[src/sv/salc_pkg.sv]
package salc_pkg;

  localparam int MAX_SET_BITS = 8;
  localparam int MAX_WAYS     = 8;
  localparam int ADDR_BITS    = 48;

  localparam int NUM_SETS   = 1 << MAX_SET_BITS;
  localparam int WAY_BITS   = (MAX_WAYS > 1) ? $clog2(MAX_WAYS) : 1;
  localparam int TREE_N     = 1 << WAY_BITS;
  localparam int SB_W       = $clog2(MAX_SET_BITS + 1);
  localparam int NW_W       = $clog2(MAX_WAYS + 1);
  localparam int SHAMT_W    = $clog2(31 + MAX_SET_BITS + 1);
  localparam int STAMP_BITS = 32;
  localparam int CNT_BITS   = 32;
  localparam int PADDR_BITS = 4;
  localparam int PDATA_BITS = 32;

  localparam logic [CNT_BITS-1:0] CNT_MAX = '1;

  typedef enum logic [1:0] {
    ACT_FETCH  = 2'd0,
    ACT_LOAD   = 2'd1,
    ACT_STORE  = 2'd2,
    ACT_MODIFY = 2'd3
  } action_t;

  localparam logic [1:0] REG_SET_BITS    = 2'd0;
  localparam logic [1:0] REG_OFFSET_BITS = 2'd1;
  localparam logic [1:0] REG_WAYS        = 2'd2;

  typedef enum logic [1:0] {
    ST_CLEAR,
    ST_IDLE,
    ST_LOOKUP,
    ST_UPDATE
  } state_t;

  typedef struct packed {
    logic [SB_W-1:0] sb;
    logic [4:0]      bo;
    logic [NW_W-1:0] nw;
  } cfg_t;

  typedef struct packed {
    logic [MAX_WAYS-1:0]                 valid;
    logic [MAX_WAYS-1:0][ADDR_BITS-1:0]  tag;
    logic [MAX_WAYS-1:0][STAMP_BITS-1:0] stamp;
  } row_t;

  typedef struct packed {
    logic                hit;
    logic [WAY_BITS-1:0] hit_way;
    logic                inv_found;
    logic [WAY_BITS-1:0] inv_way;
    logic [WAY_BITS-1:0] victim_way;
  } dec_t;

  typedef struct packed {
    logic                was_hit;
    logic                was_miss;
    logic                was_evict;
    logic                second_hit;
    logic [CNT_BITS-1:0] hit_total;
    logic [CNT_BITS-1:0] miss_total;
    logic [CNT_BITS-1:0] evict_total;
    logic                stamp_saturated;
  } res_t;

  function automatic logic [CNT_BITS-1:0] sat_add(input logic [CNT_BITS-1:0] v,
                                                  input logic [1:0] inc);
    logic [CNT_BITS:0] s;
    s = {1'b0, v} + (CNT_BITS + 1)'(inc);
    return s[CNT_BITS] ? CNT_MAX : s[CNT_BITS-1:0];
  endfunction

  function automatic logic [ADDR_BITS-1:0] tag_of(input logic [ADDR_BITS-1:0] a,
                                                  input cfg_t c);
    logic [SHAMT_W-1:0] sh;
    sh = SHAMT_W'(c.bo) + SHAMT_W'(c.sb);
    return a >> sh;
  endfunction

  function automatic logic [MAX_SET_BITS-1:0] set_of(input logic [ADDR_BITS-1:0] a,
                                                     input cfg_t c);
    logic [ADDR_BITS-1:0]    s;
    logic [MAX_SET_BITS-1:0] m;
    s = a >> c.bo;
    for (int i = 0; i < MAX_SET_BITS; i++) begin
      m[i] = (SB_W'(i) < c.sb);
    end
    return s[MAX_SET_BITS-1:0] & m;
  endfunction

endpackage

[src/sv/salc_way_sel.sv]
module salc_way_sel (
  input  salc_pkg::row_t                 row,
  input  logic [salc_pkg::ADDR_BITS-1:0] tag,
  input  logic [salc_pkg::NW_W-1:0]      nw,
  output salc_pkg::dec_t                 dec
);
  import salc_pkg::*;

  logic [TREE_N-1:0]   active;
  logic                node_ok    [2*TREE_N];
  logic [STAMP_BITS-1:0] node_stamp [2*TREE_N];
  logic [WAY_BITS-1:0] node_way   [2*TREE_N];

  always_comb begin
    for (int w = 0; w < TREE_N; w++) begin
      active[w] = (w < MAX_WAYS) && (NW_W'(w) < nw);
    end
  end

  always_comb begin
    dec.hit       = 1'b0;
    dec.hit_way   = '0;
    dec.inv_found = 1'b0;
    dec.inv_way   = '0;
    for (int w = MAX_WAYS - 1; w >= 0; w--) begin
      if (active[w] && row.valid[w] && (row.tag[w] == tag)) begin
        dec.hit     = 1'b1;
        dec.hit_way = WAY_BITS'(w);
      end
      if (active[w] && !row.valid[w]) begin
        dec.inv_found = 1'b1;
        dec.inv_way   = WAY_BITS'(w);
      end
    end
  end

  always_comb begin
    node_ok[0]    = 1'b0;
    node_stamp[0] = '0;
    node_way[0]   = '0;
    for (int w = 0; w < TREE_N; w++) begin
      node_ok[TREE_N + w]  = active[w];
      node_way[TREE_N + w] = WAY_BITS'(w);
      if (w < MAX_WAYS) begin
        node_stamp[TREE_N + w] = row.stamp[w];
      end else begin
        node_stamp[TREE_N + w] = '0;
      end
    end
    for (int n = TREE_N - 1; n >= 1; n--) begin
      if (node_ok[2*n] && (!node_ok[2*n+1] || node_stamp[2*n] <= node_stamp[2*n+1])) begin
        node_ok[n]    = node_ok[2*n];
        node_stamp[n] = node_stamp[2*n];
        node_way[n]   = node_way[2*n];
      end else begin
        node_ok[n]    = node_ok[2*n+1];
        node_stamp[n] = node_stamp[2*n+1];
        node_way[n]   = node_way[2*n+1];
      end
    end
    dec.victim_way = node_way[1];
  end

endmodule

[config.mk]
export PLATFORM = sky130hd
export DESIGN_NAME = salc_way_sel
export DESIGN_NICKNAME = d
export VERILOG_FILES = /design/src/sv/salc_pkg.sv /design/src/sv/salc_way_sel.sv
export SDC_FILE = /design/constraint.sdc
export NUM_CORES = 1
export LEC_CHECK = 0
export BUFFER_PORTS_ARGS = -buffer_cell sky130_fd_sc_hd__buf_2
export CORE_AREA = 2 2 278 280
export DETAILED_ROUTE_END_ITERATION = 10
export DIE_AREA = 0 0 280 282
export PLACE_DENSITY = 0.42
export SYNTH_ARGS = -nofsm -noshare
export SYNTH_HDL_FRONTEND = slang
export SYNTH_SLANG_ARGS = --single-unit
[constraint.sdc]
create_clock -name vclk -period 30.6
set_clock_uncertainty 0.2 [all_clocks]
set_input_delay 9.18 -clock vclk [all_inputs]
set_output_delay 9.18 -clock vclk [all_outputs]
set_load 0.005 [all_outputs]
==> summary.md <==
| Metric | Value |
|---|---|
| Input/output buffers | 711 |
| Critical Path Fanout Max | 33 |
| Post-synth cell types | 60 |
| Share of cells above drive strength 1 | 33.7% |
| GR Overflow Total | 0 |
| Worst setup SP type | input port |
| Worst Setup End Kind | primary output |
| Net Switching | 194 uW |
| GP Congestion | 0.910 |
| Initial antenna violation count | 34 |
| Hold Startpoint | row[640] |
| Slew margin rel. | 26.8% |
| WL/cell | 25.6 um |
| Mapped Nets | 2,545 |
| Initial DRC count | 898 |
| Vias in the first global route | 14,900 |
| Post-route DRC | 0 |
| P_leak | 0.00897 uW |
| Vias per std cell | 4.48 |
| Die ar. | 0.0790 mm^2 |
| Peak VDD IR | 0.00790 mV |
| Synth area leaders | ha_1 (22%), xor2_1 (15%), mux2i_1 (13%) |
| CP required | 21,220 ps |
| Post-CTS Hold Fix Bufs | 0 |
| Final WL | 83,600 um |
| # rows | 101 |
| Clock share of power | 0% |
| Internal | 147 uW |
| Min-Delay Path Class | in -> out |
| Total design power | 341 uW |
| Hold depth | 3 |
| Post-synth top area share | 22.4% |
| Measured slew at the worst slew-check pin | 1090 ps |
| Nets | 3,200 |
| Chip Height | 282 um |
| Die X | 280 um |
| FFs & Latches | 0 |
| Storage cell area | 0 um^2 |
| # clk buffers | 0 |
| Worst endpoint data arrival time | 17,600 ps |
| Max Slew Vio Count | 0 |
| Tot GR Track Use | 20.0% |
| Global-route wire length before repair | 111,000 um |
| Final Hold Violating Endpoints | 0 |
| Min Tclk post-route | 26,980 ps |
| Fillers | 8,690 |
| Mean cell area of the mapped netlist | 7.71 um^2 |
| I/O pins | 711 |
| Core ar. | 0.0757 mm^2 |
| Via count | 14,600 |
| Area grow syn2layout | 35.7% |
| Gate Count Post-Synth | 1,621 |
| Post-route ant nets | 0 |
| Post-CTS Setup Repair Bufs | 0 |
| # setup viols final | 0 |
| Setup CP Type | in -> out |
| Total iterations of the first detailed-routing run | 5 |
| Total Neg Setup Slack | 0 ps |
| Hold endpoint | dec[3] |
| Tcrit/Tclk final | 88.2% |
| Sequential share of power | 0% |
| RSZ-0062 raised after global routing | false |
| Detailed placer's ending HPWL | 77,300 um |
| Logic pwr share | 100.0% |
| Switch share | 56.8% |
| YS warnings | 0 |
| Seq/Total Area, Yosys | 0% |
| Largest net degree at the start of global routing | 34 |
| Outcome | complete, no violations |
| P per Cell Area | 20.1 mW/mm^2 |
| Peak Freq | 0.0371 GHz |
| Initial Utilization | 16.5% |
| Post-cts resize count | 0 |
| Synth area leader | ha_1 |
| Maxcap violations | 0 |
| Synthesized area | 0.0125 mm^2 |
final cells by class:
class / count / area (um^2) / share of cell area, %
multi-input cells: 1334 / 11300 / 66.3
repair buffers: 722 / 3640 / 21.5
inverters: 218 / 818 / 4.82
diodes: 13 / 32.5 / 0.192
well taps: 978 / 1220 / 7.21
worst max-delay path by stage:
stage                  start     end  slack, ps  depth (start not counted)
floorplan           row[174]  dec[0]       6250                         27
global placement    row[187]  dec[0]       3650                         28
detailed placement  row[187]  dec[0]       3600                         28
CTS                 row[187]  dec[0]       3570                         28
global route         row[37]  dec[0]       2930                         28
finish               row[37]  dec[0]       3620                         28
per-layer routing:
metal	GRT usage, %	part of all wire, %	wire, um
met2	34.9	48	40100
met3	4.17	7.8	6550
met1	24.5	40	33800
met4	6.21	3.7	3080
met5	0	0.15	125
logic make-up (layout without fill, tap and decap cells):
| logic type | after synthesis | after routing | share of synthesized area, % |
|---|---|---|---|
| xor gates and xnor gates | 362 | 362 | 25.4 |
| and+or+nand+nor | 321 | 321 | 14.3 |
| buffers and inverters | 287 | 940 | 10.1 |
| AOI/OAI and AO/OA | 233 | 233 | 12.0 |
| adders and majority gates | 224 | 224 | 22.4 |
| muxes | 194 | 194 | 15.9 |
| other | 0 | 13 | 0 |
cell usage after synthesis, types with 28 or more instances:
| cell type | instances |
|---|---|
| nand3_1 | 28 |
| a21oi_1 | 94 |
| inv_1 | 218 |
| xnor2_1 | 151 |
| mux2i_1 | 162 |
| mux2_2 | 32 |
| buf_2 | 33 |
| xor2_1 | 211 |
| nand2_1 | 58 |
| a21o_1 | 29 |
| o21ai_0 | 29 |
| ha_1 | 224 |
| nand4_1 | 90 |
| nor4_1 | 70 |
worst max-delay path, stage by stage:
cell and delay, ps:
buf_2 100, inv_1 40, ha_1 280, a21oi_1 200, o21ai_0 260, a221o_1 500
o31a_1 320, o31ai_1 420, nand2_2 190, buf_4 340, mux2i_1 300, inv_1 70
ha_1 320, nand4_1 140, nor4_1 390, nor3b_1 480, a31oi_1 140, o21ai_0 200
and2_2 910, mux2i_1 200, ha_1 340, nand4_1 160, or2_2 330, o311ai_0 420
a211oi_1 140, o21ai_0 720, mux2i_1 290, buf_2 150
cells in the final DEF, fill, tap and decap left out, drive strengths merged, types with 3 or more instances in the layout:
master	n
a211oi	6
a21boi	4
a21o	29
a21oi	96
a221o	7
a221oi	6
a22o	3
a22oi	3
a31oi	7
and4	5
buf	722
diode	13
ha	224
inv	218
mux2	32
mux2i	162
nand2	58
nand2b	5
nand3	28
nand4	90
nor2	23
nor2b	12
nor3	14
nor4	70
o211ai	6
o21a	7
o21ai	31
o22ai	10
o31a	3
or4	7
xnor2	151
xor2	211
power by group through the flow:
stage	clock network, uW	logic [uW]	registers [uW]
floorplan	0	204	0
global placement	0	343	0
detailed placement	0	342	0
CTS	0	344	0
global route	0.0000395	379	0
finish	0.0000573	341	0
metrics by stage:
step | setup WS [ps] | cell area (um^2) | utilization (%) | hold slack [ps] | instances
after global placement | 3650 | 16900 | 22.4 | 18570 | 3252
after global routing | 2930 | 17000 | 22.4 | 18570 | 3261
after detailed placement | 3600 | 16900 | 22.4 | 18560 | 3252
final | 3620 | 17000 | 22.4 | 18560 | 3265
after floorplan | 6250 | 12500 | - | 18250 | 1621
after CTS | 3570 | 16900 | 22.4 | 18560 | 3252
No activity file was read; power rests on OpenSTA's default activity.
