## src/sv/salc_pkg.sv

```systemverilog
package salc_pkg;

  localparam int MAX_SET_BITS = 8;
  localparam int MAX_WAYS     = 8;
  localparam int ADDR_BITS    = 48;

  localparam int NUM_SETS   = 1 << MAX_SET_BITS;
  localparam int WAY_BITS   = (MAX_WAYS > 1) ? $clog2(MAX_WAYS) : 1;
  localparam int TREE_N     = 1 << WAY_BITS;
  localparam int SB_W       = $clog2(MAX_SET_BITS + 1);
  localparam int NW_W       = $clog2(MAX_WAYS + 1);
  localparam int SHAMT_W    = $clog2(31 + MAX_SET_BITS + 1);
  localparam int STAMP_BITS = 32;
  localparam int CNT_BITS   = 32;
  localparam int PADDR_BITS = 4;
  localparam int PDATA_BITS = 32;

  localparam logic [CNT_BITS-1:0] CNT_MAX = '1;

  typedef enum logic [1:0] {
    ACT_FETCH  = 2'd0,
    ACT_LOAD   = 2'd1,
    ACT_STORE  = 2'd2,
    ACT_MODIFY = 2'd3
  } action_t;

  localparam logic [1:0] REG_SET_BITS    = 2'd0;
  localparam logic [1:0] REG_OFFSET_BITS = 2'd1;
  localparam logic [1:0] REG_WAYS        = 2'd2;

  typedef enum logic [1:0] {
    ST_CLEAR,
    ST_IDLE,
    ST_LOOKUP,
    ST_UPDATE
  } state_t;

  typedef struct packed {
    logic [SB_W-1:0] sb;
    logic [4:0]      bo;
    logic [NW_W-1:0] nw;
  } cfg_t;

  typedef struct packed {
    logic [MAX_WAYS-1:0]                 valid;
    logic [MAX_WAYS-1:0][ADDR_BITS-1:0]  tag;
    logic [MAX_WAYS-1:0][STAMP_BITS-1:0] stamp;
  } row_t;

  typedef struct packed {
    logic                hit;
    logic [WAY_BITS-1:0] hit_way;
    logic                inv_found;
    logic [WAY_BITS-1:0] inv_way;
    logic [WAY_BITS-1:0] victim_way;
  } dec_t;

  typedef struct packed {
    logic                was_hit;
    logic                was_miss;
    logic                was_evict;
    logic                second_hit;
    logic [CNT_BITS-1:0] hit_total;
    logic [CNT_BITS-1:0] miss_total;
    logic [CNT_BITS-1:0] evict_total;
    logic                stamp_saturated;
  } res_t;

  function automatic logic [CNT_BITS-1:0] sat_add(input logic [CNT_BITS-1:0] v,
                                                  input logic [1:0] inc);
    logic [CNT_BITS:0] s;
    s = {1'b0, v} + (CNT_BITS + 1)'(inc);
    return s[CNT_BITS] ? CNT_MAX : s[CNT_BITS-1:0];
  endfunction

  function automatic logic [ADDR_BITS-1:0] tag_of(input logic [ADDR_BITS-1:0] a,
                                                  input cfg_t c);
    logic [SHAMT_W-1:0] sh;
    sh = SHAMT_W'(c.bo) + SHAMT_W'(c.sb);
    return a >> sh;
  endfunction

  function automatic logic [MAX_SET_BITS-1:0] set_of(input logic [ADDR_BITS-1:0] a,
                                                     input cfg_t c);
    logic [ADDR_BITS-1:0]    s;
    logic [MAX_SET_BITS-1:0] m;
    s = a >> c.bo;
    for (int i = 0; i < MAX_SET_BITS; i++) begin
      m[i] = (SB_W'(i) < c.sb);
    end
    return s[MAX_SET_BITS-1:0] & m;
  endfunction

endpackage

```

## src/sv/salc_cfg_regs.sv

```systemverilog
module salc_cfg_regs (
  input  logic                            clk,
  input  logic                            rst_n,
  input  logic                            psel,
  input  logic                            penable,
  input  logic                            pwrite,
  input  logic [salc_pkg::PADDR_BITS-1:0] paddr,
  input  logic [salc_pkg::PDATA_BITS-1:0] pwdata,
  output logic [salc_pkg::PDATA_BITS-1:0] prdata,
  output logic                            pready,
  output salc_pkg::cfg_t                  cfg
);
  import salc_pkg::*;

  logic [3:0] set_bits_r;
  logic [4:0] offset_bits_r;
  logic [3:0] ways_r;
  logic       wr_en;

  assign pready = 1'b1;
  assign wr_en  = psel && penable && pwrite;

  always_ff @(posedge clk) begin
    if (!rst_n) begin
      set_bits_r    <= 4'd4;
      offset_bits_r <= 5'd4;
      ways_r        <= 4'd1;
    end else if (wr_en) begin
      unique case (paddr[3:2])
        REG_SET_BITS:    set_bits_r    <= pwdata[3:0];
        REG_OFFSET_BITS: offset_bits_r <= pwdata[4:0];
        REG_WAYS:        ways_r        <= pwdata[3:0];
        default: ;
      endcase
    end
  end

  always_comb begin
    unique case (paddr[3:2])
      REG_SET_BITS:    prdata = PDATA_BITS'(set_bits_r);
      REG_OFFSET_BITS: prdata = PDATA_BITS'(offset_bits_r);
      REG_WAYS:        prdata = PDATA_BITS'(ways_r);
      default:         prdata = '0;
    endcase
  end

  always_comb begin
    cfg.bo = offset_bits_r;
    if ({1'b0, set_bits_r} > 5'(MAX_SET_BITS)) begin
      cfg.sb = SB_W'(MAX_SET_BITS);
    end else begin
      cfg.sb = SB_W'(set_bits_r);
    end
    if (ways_r == 4'd0) begin
      cfg.nw = NW_W'(1);
    end else if ({1'b0, ways_r} > 5'(MAX_WAYS)) begin
      cfg.nw = NW_W'(MAX_WAYS);
    end else begin
      cfg.nw = NW_W'(ways_r);
    end
  end

endmodule

```

## config.mk

```make
export PLATFORM = sky130hd
export DESIGN_NAME = salc_cfg_regs
export DESIGN_NICKNAME = d
export VERILOG_FILES = /design/src/sv/salc_pkg.sv /design/src/sv/salc_cfg_regs.sv
export SDC_FILE = /design/constraint.sdc
export NUM_CORES = 1
export LEC_CHECK = 0
export ABC_CLOCK_PERIOD_IN_PS = 3200
export BUFFER_PORTS_ARGS = -buffer_cell sky130_fd_sc_hd__clkbuf_2
export CAP_MARGIN = 40
export CORE_MARGIN = 2
export CORE_UTILIZATION = 40
export CTS_BUF_LIST = sky130_fd_sc_hd__clkbuf_8
export DETAILED_ROUTE_END_ITERATION = 16
export PLACE_DENSITY = 0.85
export REMOVE_ABC_BUFFERS = 1
export SETUP_SLACK_MARGIN = 0.15
export SYNTH_ARGS = -nofsm -noshare
export SYNTH_HDL_FRONTEND = slang
export SYNTH_SLANG_ARGS = --single-unit
```

## constraint.sdc

```tcl
create_clock -name clk -period 3.2 [get_ports clk]
set_clock_uncertainty 0.15 [all_clocks]
set_input_delay 0.32 -clock clk [delete_from_list [all_inputs] [get_ports clk]]
set_output_delay 0.32 -clock clk [all_outputs]
set_load 0.1 [all_outputs]
```

==> flow_metrics.env <==
export IMPL_crit_cells=3
export IMPL_cts_setup_buffers=0
export IMPL_drc_errors=0
export IMPL_post_route_util_pct=44.7
export IMPL_timing_reg2reg_setup_slack_ns=2.30
export IMPL_clkSinkCount=13
export IMPL_setup_ws_ns=1.26
export IMPL_min_path_type="primary input to register"
export IMPL_cts_resized_gates=0
export IMPL_syn_area_um2=911
export IMPL_rr_startpoint="set_bits_r[3]"
export IMPL_start_kind="register"
export IMPL_dieArea_um2=2670
export IMPL_synth_avg_cell_area_um2=8.28
export IMPL_cp_top_family="buffers and inverters"
export IMPL_drt_initial_drc_count=20
export IMPL_drive_above_1_share_pct=26.1
export IMPL_cts_path_max_buffers=2
export IMPL_grt_pass1_vias=553
export IMPL_initial_core_util_pct=41.6
export IMPL_cp_end_kind="output pin"
export IMPL_cts_buffers=3
export IMPL_clk_pin_slew_ns=0.06
export IMPL_synth_cell_types=20
export IMPL_drv_cap=0
export IMPL_diodes=0
export IMPL_pwr_density_cell_nw_per_um2=524
export IMPL_fill_cells=234
export IMPL_finalSetupViolCount=0
export IMPL_overflow=0
export IMPL_nets=176
export IMPL_final_area_um2=980
export IMPL_coreArea_um2=2190
export IMPL_tightest_slew_ns=0.565
export IMPL_whs_ns=0.160
export IMPL_detail_route_wl_per_cell_um=9.90
export IMPL_area_growth_pct=7.55
export IMPL_grt_pass1_wl_mm=2.29
export IMPL_post_route_period_util_pct=60.7
export IMPL_drtAntennaViolNets=0
export IMPL_place_congestion=0.720
export IMPL_dieHeight_um=51.7
export IMPL_grt_antenna_before_repair=0
export IMPL_crit_start="set_bits_r[3]"
export IMPL_via_per_inst=4.21
export IMPL_synth_seq_cells=13
export IMPL_h_tree_depth=1
export IMPL_clock_latency_ns=0.24
export IMPL_cts_tree="done"
export IMPL_path_buf_inv=1
export IMPL_path_cells="mux2i_1 -> o21ai_0 -> clkbuf_2"
export IMPL_cp_arrival_ns=1.47
export IMPL_grtUsageTotal_pct=11.8
export IMPL_path_max_fanout=6
export IMPL_reg2regPathDepth=2
export IMPL_yosys_warnings=0
export IMPL_hpwl_mm=1.28
export IMPL_design_portCount=87
export IMPL_dp_cells=158
export IMPL_final_max_slew_viol_count=0
export IMPL_layout_common_cells="29 x clkbuf_2, 28 x conb_1, 19 x nand2_1"
export IMPL_crit_type="register to output pin"
export IMPL_cts_root_buf="clkbuf_8"
export IMPL_portBuffers=29
export IMPL_dr_pass1_iters=4
export IMPL_relSlewSlack_pct=62.1
export IMPL_p_leak_nw=0.513
export IMPL_stdcell_count=162
export IMPL_layout_min_cycle_time_ns=1.94
export IMPL_grt_max_degree=20
export IMPL_timing_rr_end="set_bits_r[3]"
export IMPL_fp_row_count=17
export IMPL_drt_total_wl_mm=1.60
export IMPL_postCtsHoldBufs=0
export IMPL_synthesis_instances=110
export IMPL_post_dp_cell_area_um2=935
export IMPL_ys_seq_area_share_pct=28.6
export IMPL_max_clock_freq_ghz=0.515
export IMPL_final_common_cell="clkbuf_2"
export IMPL_critPathMaxStageDelay_ns=0.50
export IMPL_hold_viol_final=0
export IMPL_outcome="finished clean"
export IMPL_worstSetupEndpoint="prdata[3]"
export IMPL_dpl_worst_slack_ns=1.37
export IMPL_crit_slowest_cell="clkbuf_2"
export IMPL_rsz0062_at_grt="no"
export IMPL_ir_drop_v=0.000218
export IMPL_die_width_um=51.7
export IMPL_critPathRequiredTime_ns=2.73
export IMPL_via_count=682
worst min path at each step:
stage	cells after the start	from	to	slack, ns
finish	3	pwdata[4]	offset_bits_r[4]	0.16
global route	3	pwdata[4]	offset_bits_r[4]	0.19
CTS	3	pwdata[4]	offset_bits_r[4]	0.15
detailed placement	2	offset_bits_r[4]	offset_bits_r[4]	0.32
global placement	2	set_bits_r[0]	set_bits_r[0]	0.31
floorplan	1	rst_n	ways_r[0]	0.26
synth_stat cells:
| cell type | instances | area, um^2 |
|---|---|---|
| nand2_1 | 19 | 71.3 |
| o21ai_0 | 4 | 20.0 |
| buf_2 | 2 | 10.0 |
| and2_1 | 1 | 6.26 |
| nor2b_4 | 1 | 13.8 |
| nor2b_1 | 8 | 50.1 |
| nor3b_2 | 1 | 12.5 |
| and3b_2 | 1 | 10.0 |
| buf_4 | 28 | 210 |
| and3_1 | 1 | 6.26 |
| or3_1 | 1 | 6.26 |
| nor2_1 | 3 | 11.3 |
| nand3_1 | 2 | 10.0 |
| clkbuf_1 | 3 | 11.3 |
| dfxtp_1 | 13 | 260 |
| o211ai_1 | 1 | 7.51 |
| conb_1 | 2 | 7.51 |
| buf_6 | 2 | 22.5 |
| mux2i_1 | 16 | 160 |
| inv_1 | 1 | 3.75 |
registers in the layout, indices dropped and copies added (netlist names):
| name | cells |
|---|---|
| set_bits_r | 4 |
| ways_r | 4 |
| offset_bits_r | 5 |
worst reg2reg max path, delay by kind of cell, from the launching register on:
kind | cells | cell delay, ns
flip-flops | 1 | 0.44
multiplexers | 1 | 0.16
AND/OR/NAND/NOR | 1 | 0.08
layer usage:
layer  part of all wire [%]  vias to the layer above  track usage, %
li1                       -                      341               -
met1                     44                      302            13.5
met2                     46                       39            19.4
met3                    9.6                        0            3.45
met4                      0                        0            6.58
met5                      0                        -               0
logic make-up after synthesis:
family                 after synthesis  share of synthesized area (%)
muxes                               16                           17.6
AOI/OAI and AO/OA                    5                           3.02
DFF                                 13                           28.6
other                                2                          0.824
and+or+nand+nor                     38                           21.7
buffers and inverters               36                           28.3
layout make-up:
| class | instances | area [um^2] | area share [%] |
|---|---|---|---|
| repair buffers | 29 | 145 | 14.8 |
| flip-flops and latches | 13 | 260 | 26.6 |
| clock inverters | 1 | 3.75 | 0.383 |
| well taps | 28 | 35.0 | 3.58 |
| multi-input cells | 87 | 490 | 50.1 |
| clock buffers | 3 | 41.3 | 4.21 |
| inverters | 1 | 3.75 | 0.383 |
report_power, final:
| group | internal, mW | switching (mW) | leakage, nW |
|---|---|---|---|
| clock network | 0.0846 | 0.0581 | 0.0269 |
| registers | 0.164 | 0.00201 | 0.105 |
| logic | 0.0151 | 0.190 | 0.382 |
stage by stage:
stage	setup TNS, ns	power (mW)
final	0	0.514
after global routing	0	0.529
after CTS	0	0.519
after detailed placement	0	0.374
after global placement	0	0.373
after floorplan	-2.10	0.354
No activity file was read; power rests on OpenSTA's default activity.
